--- src/sv/ipc_rendezvous_matcher_assert.svh ---
// Assertion helpers for the rendezvous matcher.
// Both expect clk and rst_n in scope.
`ifndef IPC_RENDEZVOUS_MATCHER_ASSERT_SVH
`define IPC_RENDEZVOUS_MATCHER_ASSERT_SVH

// cond must hold in the same cycle as trig
`define IRM_ASSERT_NOW(lbl, trig, cond) \
  lbl: assert property (@(posedge clk) disable iff (!rst_n) (trig) |-> (cond)) \
    else $error("rendezvous matcher check failed");

// cond must hold in the cycle after trig
`define IRM_ASSERT_NEXT(lbl, trig, cond) \
  lbl: assert property (@(posedge clk) disable iff (!rst_n) (trig) |=> (cond)) \
    else $error("rendezvous matcher check failed");

`endif

--- src/sv/irm_pkg.sv ---
package irm_pkg;

  // fixed field widths of the request and result words
  localparam int CALLER_W  = 4;
  localparam int PARTNER_W = 5;
  localparam int BUF_W     = 16;
  localparam int STATE_W   = 2;

  // defaults for the top-level parameters
  localparam int DEF_NUM_PROCS = 16;
  localparam int DEF_ADDR_BITS = 16;

  // partner code for a receive from any sender
  localparam logic [PARTNER_W-1:0] ANY_PARTNER = 5'd16;

  // request codes
  localparam logic ACT_SEND = 1'b0;
  localparam logic ACT_RECV = 1'b1;

  // per-process wait state
  typedef enum logic [STATE_W-1:0] {
    WS_NEUTRAL = 2'd0,
    WS_SEND    = 2'd1,
    WS_RECV    = 2'd2
  } wstate_t;

  // sequencer
  typedef enum logic [1:0] {
    S_IDLE,
    S_EXAMINE,
    S_EMIT
  } fsm_t;

  // one result word
  typedef struct packed {
    logic                caller_blocks;
    logic                copy_valid;
    logic [CALLER_W-1:0] copy_src_proc;
    logic [BUF_W-1:0]    copy_src_addr;
    logic [CALLER_W-1:0] copy_dst_proc;
    logic [BUF_W-1:0]    copy_dst_addr;
    logic                stamp_sender;
    logic [CALLER_W-1:0] released_proc;
  } result_t;

endpackage

--- src/sv/ipc_rendezvous_matcher.sv ---
// Rendezvous matcher for synchronous send/receive. Each process owns one
// entry (wait state, partner, buffer offset) in a single-port-read entry
// RAM. A request to a named partner reads that partner's entry once: the
// read starts as the word is accepted, S_EXAMINE decides the match, and
// S_EMIT loads the result into the output register and returns the
// sequencer to idle. A receive from any sender walks the table one entry
// per cycle from process 0, stopping at the first sender waiting on the
// caller or at the last entry. That walk through the one read port sets
// the rate.
// One request is in flight at a time; the next word is accepted as soon
// as the sequencer is idle, even while the previous result still waits in
// the output register. A new result waits in the sequencer while the
// output register stays full.
// Entry wait states come out of reset neutral through per-entry valid
// flops, so no clearing pass runs after reset.
module ipc_rendezvous_matcher
  import irm_pkg::*;
#(
  parameter int NUM_PROCS = DEF_NUM_PROCS,
  parameter int ADDR_BITS = DEF_ADDR_BITS
) (
  input  logic                 clk,
  input  logic                 rst_n,
  input  logic                 in_valid,
  output logic                 in_ready,
  input  logic                 in_action,
  input  logic [CALLER_W-1:0]  in_caller,
  input  logic [PARTNER_W-1:0] in_partner,
  input  logic [BUF_W-1:0]     in_buffer_addr,
  output logic                 out_valid,
  input  logic                 out_ready,
  output logic                 out_caller_blocks,
  output logic                 out_copy_valid,
  output logic [CALLER_W-1:0]  out_copy_src_proc,
  output logic [BUF_W-1:0]     out_copy_src_addr,
  output logic [CALLER_W-1:0]  out_copy_dst_proc,
  output logic [BUF_W-1:0]     out_copy_dst_addr,
  output logic                 out_stamp_sender,
  output logic [CALLER_W-1:0]  out_released_proc
);

  localparam int PID_W = $clog2(NUM_PROCS);
  localparam int ENT_W = STATE_W + PARTNER_W + ADDR_BITS;
  localparam logic [PID_W-1:0] LAST_PID = PID_W'(NUM_PROCS - 1);

  // sequencer and request registers
  fsm_t                 fsm_r, fsm_nxt;
  logic                 act_r, act_nxt;
  logic [CALLER_W-1:0]  caller_r, caller_nxt;
  logic [PARTNER_W-1:0] partner_r, partner_nxt;
  logic [ADDR_BITS-1:0] addr_r, addr_nxt;
  logic                 any_r, any_nxt;
  logic                 tgt_ok_r, tgt_ok_nxt;
  logic [PID_W-1:0]     idx_r, idx_nxt;
  result_t              res_r, res_nxt;
  result_t              out_r, out_nxt;
  logic                 out_valid_r, out_valid_nxt;

  // entry RAM and valid flops
  logic                 wr_en;
  logic [PID_W-1:0]     wr_addr;
  logic [ENT_W-1:0]     wr_data;
  logic [PID_W-1:0]     rd_addr;
  logic [ENT_W-1:0]     rd_data;
  logic [NUM_PROCS-1:0] vld_r;
  logic                 rd_vld_r;

  // decoded read entry
  logic [STATE_W-1:0]   rd_st;
  logic [PARTNER_W-1:0] rd_partner;
  logic [ADDR_BITS-1:0] rd_buf;
  logic                 hit;
  logic [PARTNER_W-1:0] me5;

  // request decode at the input
  logic in_fire;
  logic in_any;
  logic in_partner_ok;
  logic in_caller_ok;

  assign in_fire       = in_valid && in_ready;
  assign in_any        = (in_action == ACT_RECV) && (in_partner == ANY_PARTNER);
  assign in_partner_ok = (in_partner != ANY_PARTNER) && (int'(in_partner) < NUM_PROCS);
  assign in_caller_ok  = int'(in_caller) < NUM_PROCS;

  irm_entry_ram #(
    .DEPTH (NUM_PROCS),
    .WIDTH (ENT_W),
    .AW    (PID_W)
  ) u_ram (
    .clk     (clk),
    .wr_en   (wr_en),
    .wr_addr (wr_addr),
    .wr_data (wr_data),
    .rd_addr (rd_addr),
    .rd_data (rd_data)
  );

  // entry fields; an entry never written reads neutral
  assign rd_st      = rd_vld_r ? rd_data[ENT_W-1 -: STATE_W] : WS_NEUTRAL;
  assign rd_partner = rd_data[ADDR_BITS +: PARTNER_W];
  assign rd_buf     = rd_data[ADDR_BITS-1:0];
  assign me5        = PARTNER_W'(caller_r);

  // match test against the entry at idx_r
  always_comb begin
    if (act_r == ACT_SEND) begin
      hit = tgt_ok_r && (rd_st == WS_RECV) &&
            ((rd_partner == me5) || (rd_partner == ANY_PARTNER));
    end else begin
      hit = tgt_ok_r && (rd_st == WS_SEND) && (rd_partner == me5);
    end
  end

  // sequencer: next state, RAM access, result
  always_comb begin
    fsm_nxt       = fsm_r;
    act_nxt       = act_r;
    caller_nxt    = caller_r;
    partner_nxt   = partner_r;
    addr_nxt      = addr_r;
    any_nxt       = any_r;
    tgt_ok_nxt    = tgt_ok_r;
    idx_nxt       = idx_r;
    res_nxt       = res_r;
    out_nxt       = out_r;
    out_valid_nxt = out_valid_r;
    in_ready      = 1'b0;
    wr_en         = 1'b0;
    wr_addr       = idx_r;
    wr_data       = rd_data;
    rd_addr       = idx_r;

    if (out_valid_r && out_ready) begin
      out_valid_nxt = 1'b0;
    end

    case (fsm_r)
      S_IDLE: begin
        in_ready = 1'b1;
        rd_addr  = (in_partner_ok && !in_any) ? PID_W'(in_partner) : '0;
        if (in_fire) begin
          act_nxt     = in_action;
          caller_nxt  = in_caller;
          partner_nxt = in_partner;
          addr_nxt    = ADDR_BITS'(in_buffer_addr);
          any_nxt     = in_any;
          tgt_ok_nxt  = in_any || in_partner_ok;
          idx_nxt     = rd_addr;
          if (in_caller_ok) begin
            fsm_nxt = S_EXAMINE;
          end else begin
            // unknown caller: nothing recorded, all-zero result
            res_nxt = '0;
            fsm_nxt = S_EMIT;
          end
        end
      end

      S_EXAMINE: begin
        res_nxt = '0;
        if (hit) begin
          // release partner, issue the copy
          wr_en   = 1'b1;
          wr_addr = idx_r;
          wr_data = {WS_NEUTRAL, rd_partner, rd_buf};
          res_nxt.copy_valid    = 1'b1;
          res_nxt.released_proc = CALLER_W'(idx_r);
          if (act_r == ACT_SEND) begin
            res_nxt.copy_src_proc = caller_r;
            res_nxt.copy_src_addr = BUF_W'(addr_r);
            res_nxt.copy_dst_proc = CALLER_W'(idx_r);
            res_nxt.copy_dst_addr = BUF_W'(rd_buf);
            res_nxt.stamp_sender  = 1'b1;
          end else begin
            res_nxt.copy_src_proc = CALLER_W'(idx_r);
            res_nxt.copy_src_addr = BUF_W'(rd_buf);
            res_nxt.copy_dst_proc = caller_r;
            res_nxt.copy_dst_addr = BUF_W'(addr_r);
          end
          fsm_nxt = S_EMIT;
        end else if (any_r && (idx_r != LAST_PID)) begin
          // scan on to the next entry
          idx_nxt = idx_r + 1'b1;
          rd_addr = idx_r + 1'b1;
        end else begin
          // no partner ready: record the caller and block
          wr_en   = 1'b1;
          wr_addr = PID_W'(caller_r);
          wr_data = {(act_r == ACT_RECV) ? WS_RECV : WS_SEND, partner_r, addr_r};
          res_nxt.caller_blocks = 1'b1;
          fsm_nxt = S_EMIT;
        end
      end

      S_EMIT: begin
        if (!out_valid_r || out_ready) begin
          out_nxt       = res_r;
          out_valid_nxt = 1'b1;
          fsm_nxt       = S_IDLE;
        end
      end

      default: begin
        fsm_nxt = S_IDLE;
      end
    endcase
  end

  // control registers
  always_ff @(posedge clk) begin
    if (!rst_n) begin
      fsm_r       <= S_IDLE;
      out_valid_r <= 1'b0;
      vld_r       <= '0;
    end else begin
      fsm_r       <= fsm_nxt;
      out_valid_r <= out_valid_nxt;
      if (wr_en) begin
        vld_r[wr_addr] <= 1'b1;
      end
    end
  end

  // payload registers
  always_ff @(posedge clk) begin
    act_r     <= act_nxt;
    caller_r  <= caller_nxt;
    partner_r <= partner_nxt;
    addr_r    <= addr_nxt;
    any_r     <= any_nxt;
    tgt_ok_r  <= tgt_ok_nxt;
    idx_r     <= idx_nxt;
    res_r     <= res_nxt;
    out_r     <= out_nxt;
    rd_vld_r  <= vld_r[rd_addr];
  end

  assign out_valid         = out_valid_r;
  assign out_caller_blocks = out_r.caller_blocks;
  assign out_copy_valid    = out_r.copy_valid;
  assign out_copy_src_proc = out_r.copy_src_proc;
  assign out_copy_src_addr = out_r.copy_src_addr;
  assign out_copy_dst_proc = out_r.copy_dst_proc;
  assign out_copy_dst_addr = out_r.copy_dst_addr;
  assign out_stamp_sender  = out_r.stamp_sender;
  assign out_released_proc = out_r.released_proc;

  // checks
`include "ipc_rendezvous_matcher_assert.svh"

  `IRM_ASSERT_NOW(a_copy_not_blocked, out_valid && out_copy_valid, !out_caller_blocks)
  `IRM_ASSERT_NOW(a_write_on_decide, wr_en, fsm_r == S_EXAMINE)
  `IRM_ASSERT_NOW(a_idx_in_range, fsm_r == S_EXAMINE, int'(idx_r) < NUM_PROCS)
  `IRM_ASSERT_NEXT(a_accept_busy, in_valid && in_ready, fsm_r != S_IDLE)

endmodule

--- src/sv/irm_entry_ram.sv ---
// Process entry table: one write port, one read port, registered read data.
module irm_entry_ram #(
  parameter int DEPTH = 16,
  parameter int WIDTH = 23,
  parameter int AW    = 4
) (
  input  logic             clk,
  input  logic             wr_en,
  input  logic [AW-1:0]    wr_addr,
  input  logic [WIDTH-1:0] wr_data,
  input  logic [AW-1:0]    rd_addr,
  output logic [WIDTH-1:0] rd_data
);

  logic [WIDTH-1:0] mem [DEPTH];

  always_ff @(posedge clk) begin
    if (wr_en) begin
      mem[wr_addr] <= wr_data;
    end
  end

  always_ff @(posedge clk) begin
    rd_data <= mem[rd_addr];
  end

endmodule

--- config.mk ---
export PLATFORM = sky130hd
export DESIGN_NAME = ipc_rendezvous_matcher
export DESIGN_NICKNAME = d
export VERILOG_FILES = /design/src/sv/irm_pkg.sv /design/src/sv/ipc_rendezvous_matcher.sv /design/src/sv/irm_entry_ram.sv
export VERILOG_INCLUDE_DIRS = /design/src /design/src/sv
export SDC_FILE = /design/constraint.sdc
export NUM_CORES = 1
export LEC_CHECK = 0
export BUFFER_PORTS_ARGS = -buffer_cell sky130_fd_sc_hd__clkbuf_2
export CORE_ASPECT_RATIO = 0.75
export CORE_MARGIN = 3
export CORE_UTILIZATION = 60
export CTS_CLUSTER_SIZE = 8
export DETAILED_ROUTE_END_ITERATION = 12
export PLACE_DENSITY_LB_ADDON = 0.05
export SLEW_MARGIN = 10
export SYNTH_ARGS = -nofsm -noshare
export SYNTH_HDL_FRONTEND = slang
export SYNTH_SLANG_ARGS = --single-unit
--- constraint.sdc ---
create_clock -name clk -period 6.82 [get_ports clk]
set_clock_uncertainty 0.2 [all_clocks]
set_input_delay 0.341 -clock clk [delete_from_list [all_inputs] [get_ports clk]]
set_output_delay 0.341 -clock clk [all_outputs]
set_load 0.02 [all_outputs]
# Word-level counts from Yosys, hierarchy flattened
# Memory sizes are Yosys's and may differ from the RTL's. A register that Yosys moved wholly into a read port is not among the register bits.
# Cells that the tools add are included.
# op_classes
n_addsub,1
order_cmp,4
eq_ne,12
n_mux,36
bitwise_logic,1
n_reduce_logical,22
# op_table
cell,count
23-bit 2-to-1 mux,3
46-bit 2-to-1 mux,1
40-bit 2-to-1 mux,1
4-bit 2-to-1 mux,7
16-bit bitwise OR,1
4-bit case mux with 2 select lines,2
1-bit 2-to-1 mux,13
2-bit 2-to-1 mux,6
1-bit logical AND,11
"5-bit == test, second input constant",2
"4-bit by 5-bit less-than comparator with 1-bit output, second input constant",2
2-bit case mux with 3 select lines,1
2-bit AND reduction,3
5-bit by 4-bit == test with 1-bit output,1
"5-bit less-than comparator, second input constant",1
"5-bit != test, second input constant",1
"4-bit by 1-bit adder with 4-bit output, second input constant",1
1-bit binary-select mux with 4-bit select,1
1-bit demux with 4-bit select,1
"2-bit by 1-bit == test with 1-bit output, second input constant",2
"2-bit == test, second input constant",2
"4-bit by 1-bit greater-or-equal comparator with 1-bit output, second input constant",1
"2-bit != test, second input constant",2
"4-bit != test, second input constant",1
6 further kinds,9
# totals
register_bits,146
ramBits,368
inputBits,30
out_inout_bits,49
n_memories,1
# mem_list
memory,words,word_bits,rd,rd_ports_with_merged_regs,wr,line,source
u_ram.mem,16,23,1,1,1,irm_entry_ram.sv:15,logic [WIDTH-1:0] mem [DEPTH];

# Logic depth before layout (Yosys ltp)
# Gate-level depths: netlist of the first run.
# logic_depth
depth_word,12
depth_mapped,15
ltp_nobuf,10

# Hierarchy
# From an unflattened synthesis of the first run, not the netlist that was laid out.
# hier_totals
hier_cells,1040
area_unflattened_um2,20468.4
# modules_own_cells
mod,instances,cells_per_inst,area_each_um2,seq_area_each_um2
irm_entry_ram,1,608,14308.7,11511.0
ipc_rendezvous_matcher,1,432,6159.7,4184.0

# Worst setup path before layout of the first run
# Ideal clock, no wire load.
# synth_path
kind,reg-to-reg
from,register fsm_r[0]
to,memory u_ram.mem[2][0] (enable)
setup_time_ns,0.404
t_arrival_ns,4.039
required_time_ns,6.216
setup_slack_ns,2.177
stages_incl_launch_ff,8
period_less_slack_ns,4.643
path_cell_list,dfxtp_1 nand2b_1 inv_1 clkbuf_1 nand3_1 nor3b_1 o21ai_0 nor2_1
# synth_via
elab_chain_cells,4
# synth_rtl
element,line,source
"start, declared",ipc_rendezvous_matcher.sv:47,"fsm_t fsm_r, fsm_nxt;"
"start signal, assigned",ipc_rendezvous_matcher.sv:217,fsm_r <= fsm_nxt;
2-bit by 1-bit == test with 1-bit output (*),ipc_rendezvous_matcher.sv:138,case (fsm_r)
1-bit 2-to-1 mux,ipc_rendezvous_matcher.sv:138,
1-bit 2-to-1 mux,irm_entry_ram.sv:18,if (wr_en) begin
1-bit 2-to-1 mux (not written as such),irm_entry_ram.sv:19,mem[wr_addr] <= wr_data;
"end, declared",irm_entry_ram.sv:15,
# Mark *: on every way between the ends. The rest lies on a longest branch, timed or not.

# Final worst setup path of the first run
# layout_path
from,register act_r
to,"register u_ram.rd_data[8], read port of u_ram.mem"
# layout_via
elab_chain_cells,3
# layout_rtl
element,line,source
"start, declared",ipc_rendezvous_matcher.sv:48,"logic act_r, act_nxt;"
"start signal, assigned",ipc_rendezvous_matcher.sv:227,act_r <= act_nxt;
1-bit 2-to-1 mux,ipc_rendezvous_matcher.sv:107,if (act_r == ACT_SEND) begin
4-bit 2-to-1 mux,-,
4-bit case mux with 2 select lines,ipc_rendezvous_matcher.sv:138,
"end, declared",irm_entry_ram.sv:12,output logic [WIDTH-1:0] rd_data
# Every way passes these cells.
# A chain may end at the register's enable or synchronous reset.

==> results of run 1 <==
[final cells by class]
type	instances	area share [%]
clock buffer	130	8.09
inverter	8	0.114
clock inverter	8	0.410
sequential	537	59.7
timing repair buffer	141	3.65
tap	504	2.40
multi-input combinational	978	25.6
[worst max-delay path: stages (launching register included)]
cell and delay, ps:
edfxtp_1 350, buf_4 560, nand3b_1 200, a21oi_2 510, a21oi_4 260, o211ai_4 860, buf_4 530, nor2_2 280
a221o_1 410, o22ai_1 170
[worst min-delay path by stage]
stage / start / end / depth (start not counted)
after CTS: rst_n / vld_r[8] / 2
final: rst_n / vld_r[8] / 2
after global placement: res_r[1] / out_released_proc[1] / 0
after global routing: rst_n / vld_r[11] / 2
after detailed placement: res_r[24] / out_copy_dst_proc[3] / 0
after floorplan: res_r[46] / out_caller_blocks / 0
[sequential cells by signal (all words and copies together), names as in the netlist]
signal,count
fsm_r,2
partner_r,5
addr_r,16
out_stamp_sender,1
u_ram.rd_data,23
out_caller_blocks,1
idx_r,4
u_ram.mem,368
out_valid,1
vld_r,16
tgt_ok_r,1
out_copy_dst_proc,4
out_copy_src_proc,4
out_copy_dst_addr,16
out_released_proc,4
res_r,47
out_copy_valid,1
caller_r,4
rd_vld_r,1
act_r,1
out_copy_src_addr,16
any_r,1
[power by group]
| part | internal (mW) | total, mW | switching [mW] |
|---|---|---|---|
| Sequential | 3.89 | 4.01 | 0.116 |
| Combinational | 0.329 | 1.08 | 0.753 |
| Clock | 2.12 | 3.49 | 1.37 |
| Total | 6.34 | 8.58 | 2.24 |
[kinds of logic (layout without fill, tap and decap cells)]
| group | count (synthesis) | count (layout) | share of synthesized area (%) |
|---|---|---|---|
| flops | 537 | 537 | 68.6 |
| simple gates | 386 | 386 | 7.12 |
| compound gates | 311 | 311 | 8.95 |
| mux | 275 | 275 | 12.5 |
| buf+inv | 112 | 287 | 2.59 |
| xor+xnor | 5 | 5 | 0.191 |
| fa+ha+maj | 1 | 1 | 0.0547 |
[repair_timing]
item | CTS | global route
hold buffers | 28 | 0
buffers inserted | 0 | 0
endpoints found under the hold margin | 31 | 0
[through the flow]
| stage | util, % | setup WS, ps | std cells |
|---|---|---|---|
| 3_5_place_dp | 63.6 | 2270 | 2140 |
| 6_report | 70.4 | 2340 | 2306 |
| 2_1_floorplan | - | 2180 | 1627 |
| 5_1_grt | 70.4 | 2060 | 2306 |
| 4_1_cts | 70.4 | 2260 | 2306 |
| 3_3_place_gp | 63.6 | 2390 | 2140 |
[layer usage]
metal,part of all wire [%],GRT usage (%)
met1,43,41.9
met2,46,44.1
met3,7.9,5.00
met4,2.6,9.99
met5,0,0
[placed cells by master, fill, tap and decap left out, types with 4 or more instances in the layout]
cell type | netlist | final
a221oi_1 | 17 | 17
o22ai_1 | 36 | 36
edfxtp_1 | 494 | 494
nor2_2 | 0 | 16
nand2b_1 | 7 | 6
nor2_1 | 69 | 51
nand2_1 | 240 | 240
nor3b_1 | 5 | 5
o31ai_1 | 4 | 4
xor2_1 | 4 | 4
a211oi_1 | 46 | 45
o21a_1 | 19 | 19
a21oi_1 | 85 | 84
dlygate4sd3_1 | 0 | 28
nand3_1 | 11 | 11
clkbuf_2 | 0 | 78
and3_1 | 10 | 10
a221o_1 | 13 | 13
mux2_2 | 85 | 85
o21ai_0 | 52 | 52
inv_1 | 7 | 6
clkbuf_16 | 0 | 77
clkbuf_1 | 54 | 53
dfxtp_1 | 43 | 42
o221ai_1 | 9 | 9
nor3_1 | 18 | 18
mux2i_1 | 190 | 190
nor2b_1 | 10 | 8
buf_4 | 4 | 33
a31oi_1 | 6 | 6
==> metrics.cfg, run 1 <==
[worst_setup_path]
worstSetupPathType = reg -> reg
worstSetupEndpointType = flop
crit_path_start = act_r
reg2reg_depth = 9
r2r_start = act_r
worstReg2RegEnd = u_ram.rd_data[8]
r2r_slack_ps = 2340
crit_end = u_ram.rd_data[8]
critPathRequiredTime_ps = 7130
arrival_ps = 4790
startpoint_type = flop
crit_fanout = 43

[layout]
finish.net_count = 1774
drive_gt1_share_pct = 17.6
register_area_mm2 = 0.0157
area_growth_pct = 14.8
diodes = 0
finalInstanceArea_mm2 = 0.0263
nFillCells = 2436
multi_input_area_mm2 = 0.00673

[min_path]
hold_path_class = in -> reg

[power_and_ir_drop]
power.total_mw = 8.58
power_leakage_nw = 9.63
power_density_mw_per_mm2 = 327
max-vdd-ir-drop_mv = 0.276

[clock_network]
cts_buffer_depth = 3
clk_pin_slew_ps = 50
cts_inserted_buffers = 77
cts-htree-levels = 3
cts_resized = 0
cts_root_buffer = clkbuf_16
tritoncts_num_sinks = 537
clkLatencyLatePin_ps = 600
cts_tree = built

[detailed_routing]
wirelength_mm = 57.6
dr_total_vias = 14500
remaining_drc_errors = 0
dr.pass1.iters = 5
via_per_inst = 6.29
first_iter_violations = 1615
ant_nets = 0
wire_per_inst_um = 25.0

[place]
routabilityCongestion = 0.870
portBuffers = 78
place_area_mm2 = 0.0238
dp_hpwl_mm = 35.0

[timing]
worstMarginPinSlew_ps = 1150
report.final.slew_viol_count = 0
fin_crit_ps = 4480
setup_viol = 0
finalHoldViolCount = 0
finalCritPeriodShare_pct = 65.8
slew_headroom_pct = 23.3
rsz0062_at_grt = no
holdWs_ps = 85.8
fmax_mhz = 223
finalSetupTns_ps = 0

[die]
die_width_um = 231
die_y_um = 175
pin_count = 79
dieArea_mm2 = 0.0405
rows = 61
start_util_pct = 61.3
core_area_mm2 = 0.0373

[logic_synthesis]
netlist_instances = 1627
synthFlopType = edfxtp_1
yosysWarningCount = 0
synth_top_area_share_pct = 64.8
syn_nets = 1658
ys_types = 62
ys_ff_latch = 537
syn_area_per_cell_um2 = 14.1
async_reset_ff_share_pct = 0
synth_area_leaders = edfxtp_1 65%, mux2i_1 8.3%, mux2_2 4.2%, nand2_1 3.9%, dfxtp_1 3.8%
synth-edff-count = 494
yosysTopAreaCell = edfxtp_1
yosysMostFrequentCell = edfxtp_1
ys_seq_area_share_pct = 68.6
syn_area_mm2 = 0.0229
synth_common_cells = 494 x edfxtp_1, 240 x nand2_1, 190 x mux2i_1

[global_routing]
grt_max_degree = 148
grt_pass1_wl_mm = 87.0
grt_pass1_vias = 14200
antenna_found_initial = 0
overflow = 0
grt_use_total_pct = 28.7

[status]
status = finished clean

[flow_run]
maxCapViolCount = 0

No activity file was read; power rests on OpenSTA's default activity.
==> run 2: changes to the inputs <==
Settings changed: CORE_UTILIZATION 60 to 56.
Clock period 6.82 ns to 4.1 ns, I/O delays scaled along.
==> run 2 against run 1 <==
  * Global-route usage is 2.2 points lower
  * Die area is 6.9% higher
  * Clock power is 64% higher
  * Register-to-register slack worse by 2200 ps
  * Fmax is 14% higher
  * Critical path depth stayed put
  * Power is 65% higher
  * Sequential share of layout area is 0.58 points lower
  * Sequential power is 65% higher
  * Combinational power is 69% higher
  * Largest cell class unchanged
  * Largest power group unchanged
==> metrics.cfg, run 2 (same netlist as run 1, synthesis figures left out) <==
[timing]
fin_ws_ps = 181
finalHoldViolCount = 0
setup_viol = 0
report.final.slew_viol_count = 0
worstMarginPinSlew_ps = 1030
slew_headroom_pct = 31.4
fin_crit_ps = 3920
finalCritPeriodShare_pct = 95.6
fmax_mhz = 255

[die]
start_util_pct = 57.4
rows = 63
pin_count = 79
core_area_mm2 = 0.0399
die_width_um = 239
die_y_um = 181
dieArea_mm2 = 0.0433

[layout]
layout_commonest_cell = edfxtp_1
largest_reg_flops = 368
layout_common_cells = 494 x edfxtp_1, 240 x nand2_1, 190 x mux2i_1
drive_gt1_share_pct = 18.8
top_regs = u_ram.mem (368), res_r (47), u_ram.rd_data (23)
largest-register = u_ram.mem
finish.net_count = 1805
post-route-util_pct = 66.5
diodes = 0
area_growth_pct = 16.0
nFillCells = 2855

[detailed_routing]
remaining_drc_errors = 0
dr.pass1.iters = 6
wire_per_inst_um = 24.3
ant_nets = 0
via_per_inst = 6.18
wirelength_mm = 57.2
dr_total_vias = 14500
first_iter_violations = 1479

[power_and_ir_drop]
power_density_mw_per_mm2 = 534
power.total_mw = 14.2
max-vdd-ir-drop_mv = 0.463
power_leakage_nw = 9.79

[worst_setup_path]
crit_path_frequent_cell = mux2i_1
reg2reg_depth = 9
arrival_ps = 4130
worstSetupEndpointType = flop
crit_fanout = 42
critPathRequiredTime_ps = 4310
worstReg2RegEnd = u_ram.rd_data[19]
worstSetupPathType = reg -> reg
startpoint_type = flop
max_stage_delay_ps = 510
cp_slowest_cell = a211oi_4
r2r_slack_ps = 180
crit_chain = or3b_4, a21oi_2, a21oi_4, a211oi_4, buf_6, mux2i_1, mux2i_1, o22ai_1, a211oi_1
r2r_start = act_r

[global_routing]
grt_pass1_vias = 14200
grt_use_total_pct = 26.5
grt_max_degree = 106
antenna_found_initial = 0
grt_pass1_wl_mm = 86.3
overflow = 0

[place]
portBuffers = 78
dp_hpwl_mm = 35.1
place_ws_ps = -1.19
routabilityCongestion = 0.897

[clock_network]
cts_tree = built
cts_buffer_depth = 3
clk_pin_slew_ps = 50
tritoncts_num_sinks = 537
cts_inserted_buffers = 77
clkLatencyLatePin_ps = 590
cts-htree-levels = 3
cts_setup_buffers = 0
cts_root_buffer = clkbuf_16

[min_path]
hold_path_class = in -> reg
hold_end = addr_r[5]
hold_path_startpoint = in_buffer_addr[5]
hold-path-cell-count = 2

[flow_run]
maxCapViolCount = 0

[status]
status = finished clean

-- run 2: power breakdown --
| part | internal, mW | total [mW] | switching, mW |
|---|---|---|---|
| Combinational | 0.578 | 1.82 | 1.25 |
| Sequential | 6.47 | 6.62 | 0.150 |
| Clock | 3.51 | 5.72 | 2.21 |
-- run 2: cell type report --
cell class              count  area (µm²)  area share (%)
well taps                 520         651            2.45
flip-flops and latches    537       15700            59.2
repair buffers            172        1240            4.66
clock buffers             132        2130            8.04
multi-input cells         978        6720            25.3
inverters                   8        30.0           0.113
clock inverters             6        67.6           0.255
-- run 2: worst max-delay path, delay by kind of cell (launching register included) --
family          cells  cell delay, ps
buf+inv             1             440
flops               1             440
simple gates        1             450
compound gates      5            1820
mux                 2             320
-- run 2: layer usage --
metal,global-route usage [%],vias to the layer above,part of all wire [%]
met1,38.6,7222,44
met4,11.5,0,3.9
li1,-,6530,-
met2,39.1,656,45
met5,0,-,0
met3,5.04,127,7.4
-- run 2: what timing repair did --
item / 4_1_cts / 5_1_grt
endpoints found under the hold margin: 54 / 0
resized for setup: 1 / 5
hold buffers: 31 / 0
pin swaps: 0 / 0
gates cloned: 0 / 1
endpoints found under the setup margin: 1 / 5
-- run 2: worst max path at each step --
stage,to,startpoint
2_1_floorplan,out_caller_blocks,fsm_r[1]
3_3_place_gp,u_ram.rd_data[19],idx_r[0]
3_5_place_dp,u_ram.rd_data[19],idx_r[0]
4_1_cts,u_ram.rd_data[22],caller_r[1]
5_1_grt,u_ram.rd_data[19],caller_r[1]
6_report,u_ram.rd_data[19],act_r
-- run 2: per-stage QoR --
stage / instance area (µm²) / setup TNS, ps / hold slack [ps] / std cells
after floorplan: 22900 / 0 / 104 / 1627
after global placement: 24000 / -1.98 / 184 / 2183
after detailed placement: 24000 / -1.19 / 184 / 2183
after CTS: 26500 / 0 / 114 / 2352
after global routing: 26500 / -1.13 / 126 / 2353
final: 26500 / 0 / 140 / 2353
==> run 3: changes to the inputs <==
Settings changed: CORE_UTILIZATION 56 to 60.
Clock period 4.1 ns to 4.2 ns, I/O delays scaled along.
==> run 3 against run 2 <==
  * First-iteration DRC count increased by 29%
  * Routed wire length increased by 1.3%
  * Non-clock buffer count increased by 8
  * Combinational power decreased by 3%
  * Clock-buffer cell count increased by 3
  * Die area decreased by 6.5%
  * Cell count decreased by 0.25%
  * Power decreased by 1.8%
  * Critical path type unchanged
==> metrics.cfg, run 3 (same netlist as run 1, synthesis figures left out) <==
[layout]
stdcell_count = 2347
area_growth_pct = 16.5
largest-register = u_ram.mem
nFillCells = 2446
layout_commonest_cell = edfxtp_1
drive_gt1_share_pct = 19.1
layout_common_cells = 494 x edfxtp_1, 240 x nand2_1, 190 x mux2i_1
top_regs = u_ram.mem (368), res_r (47), u_ram.rd_data (23)
finalInstanceArea_mm2 = 0.0267
diodes = 0
post-route-util_pct = 71.4
finish.net_count = 1813
largest_reg_flops = 368

[detailed_routing]
first_iter_violations = 1905
wirelength_mm = 58.0
ant_nets = 0
dr.pass1.iters = 6
dr_total_vias = 14800
via_per_inst = 6.30
remaining_drc_errors = 0
wire_per_inst_um = 24.7

[die]
dieArea_mm2 = 0.0405
rows = 61
start_util_pct = 61.3
core_area_mm2 = 0.0373
die_y_um = 175
pin_count = 79
die_width_um = 231

[global_routing]
antenna_found_initial = 0
grt_max_degree = 67
grt_pass1_wl_mm = 87.0
overflow = 0
grt_use_total_pct = 28.7
grt_pass1_vias = 14300

[timing]
rsz0062_at_grt = no
holdWs_ps = 149
fin_ws_ps = 159
finalHoldViolCount = 0
finalSetupTns_ps = 0
setup_viol = 0
fmax_mhz = 247
slew_headroom_pct = 42.0
finalCritPeriodShare_pct = 96.2
worstMarginPinSlew_ps = 862
fin_crit_ps = 4040
report.final.slew_viol_count = 0

[worst_setup_path]
worstReg2RegEnd = u_ram.rd_data[19]
worstSetupEndpointType = flop
arrival_ps = 4250
r2r_slack_ps = 160
reg2reg_depth = 10
crit_path_start = u_ram.rd_data[16]
crit_fanout = 29
startpoint_type = flop
worstSetupPathType = reg -> reg
critPathRequiredTime_ps = 4410
crit_end = u_ram.rd_data[19]
r2r_start = u_ram.rd_data[16]

[clock_network]
clk_pin_slew_ps = 50
clkLatencyLatePin_ps = 590
cts_tree = built
tritoncts_num_sinks = 537
cts_setup_buffers = 0
cts_root_buffer = clkbuf_16
cts_inserted_buffers = 77
cts-htree-levels = 3
cts_buffer_depth = 3

[place]
place_area_mm2 = 0.0241
dp_hpwl_mm = 35.2
place_ws_ps = 142
post-place-cells = 2176
routabilityCongestion = 0.880
portBuffers = 78

[flow_run]
maxCapViolCount = 0

[power_and_ir_drop]
power_density_mw_per_mm2 = 522
power_leakage_nw = 9.86
power.total_mw = 13.9
max-vdd-ir-drop_mv = 0.394

[status]
status = finished clean

[min_path]
hold_path_startpoint = in_buffer_addr[0]
hold_path_class = in -> reg

[run 3: cell count changes in the layout (fill, tap and decap cells not counted), sizes merged]
cell | previous run | this run
buf | 62 | 71
inv | 10 | 9
clkbuf | 211 | 213
[run 3: worst min-delay path by stage]
stage           endpoint  slack, ps  cells past startpoint
3_5_place_dp   addr_r[3]        190                      1
4_1_cts        addr_r[0]        130                      2
2_1_floorplan      act_r        110                      0
5_1_grt        addr_r[3]        130                      2
3_3_place_gp   addr_r[3]        190                      1
6_report       addr_r[0]        150                      2
[run 3: final cells by class]
class	count	area, µm²	share of cell area [%]
well taps	504	631	2.37
repair buffers	180	1350	5.05
clock buffers	135	2190	8.20
flip-flops and latches	537	15700	58.9
multi-input cells	978	6710	25.2
inverters	8	30.0	0.113
clock inverters	5	58.8	0.221
[run 3: what timing repair did]
action	in CTS	in global routing
hold endpoints to repair	52	0
hold buffers	31	0
endpoints found under the setup margin	0	21
resized for setup	0	2
[run 3: power breakdown]
part	leakage (nW)	internal [mW]	switching, mW
logic	3.94	0.571	1.20
registers	4.86	6.32	0.156
clock network	1.07	3.50	2.16
total	9.86	10.4	3.52
[run 3: routing by layer]
metal	global-route usage, %	wire length, µm
met3	5.56	4920
met1	42.0	24900
met4	9.78	1660
met2	43.8	26500
met5	0	0
[run 3: worst max-delay path: stages (launching register included)]
cell      delay, ps
dfxtp_1         330
or4_1           570
nor3_2          210
a21o_1          370
a21oi_4         210
o211ai_4        530
buf_4           460
a211oi_1         80
o221ai_1        230
o22ai_1         120
a211oi_1        550
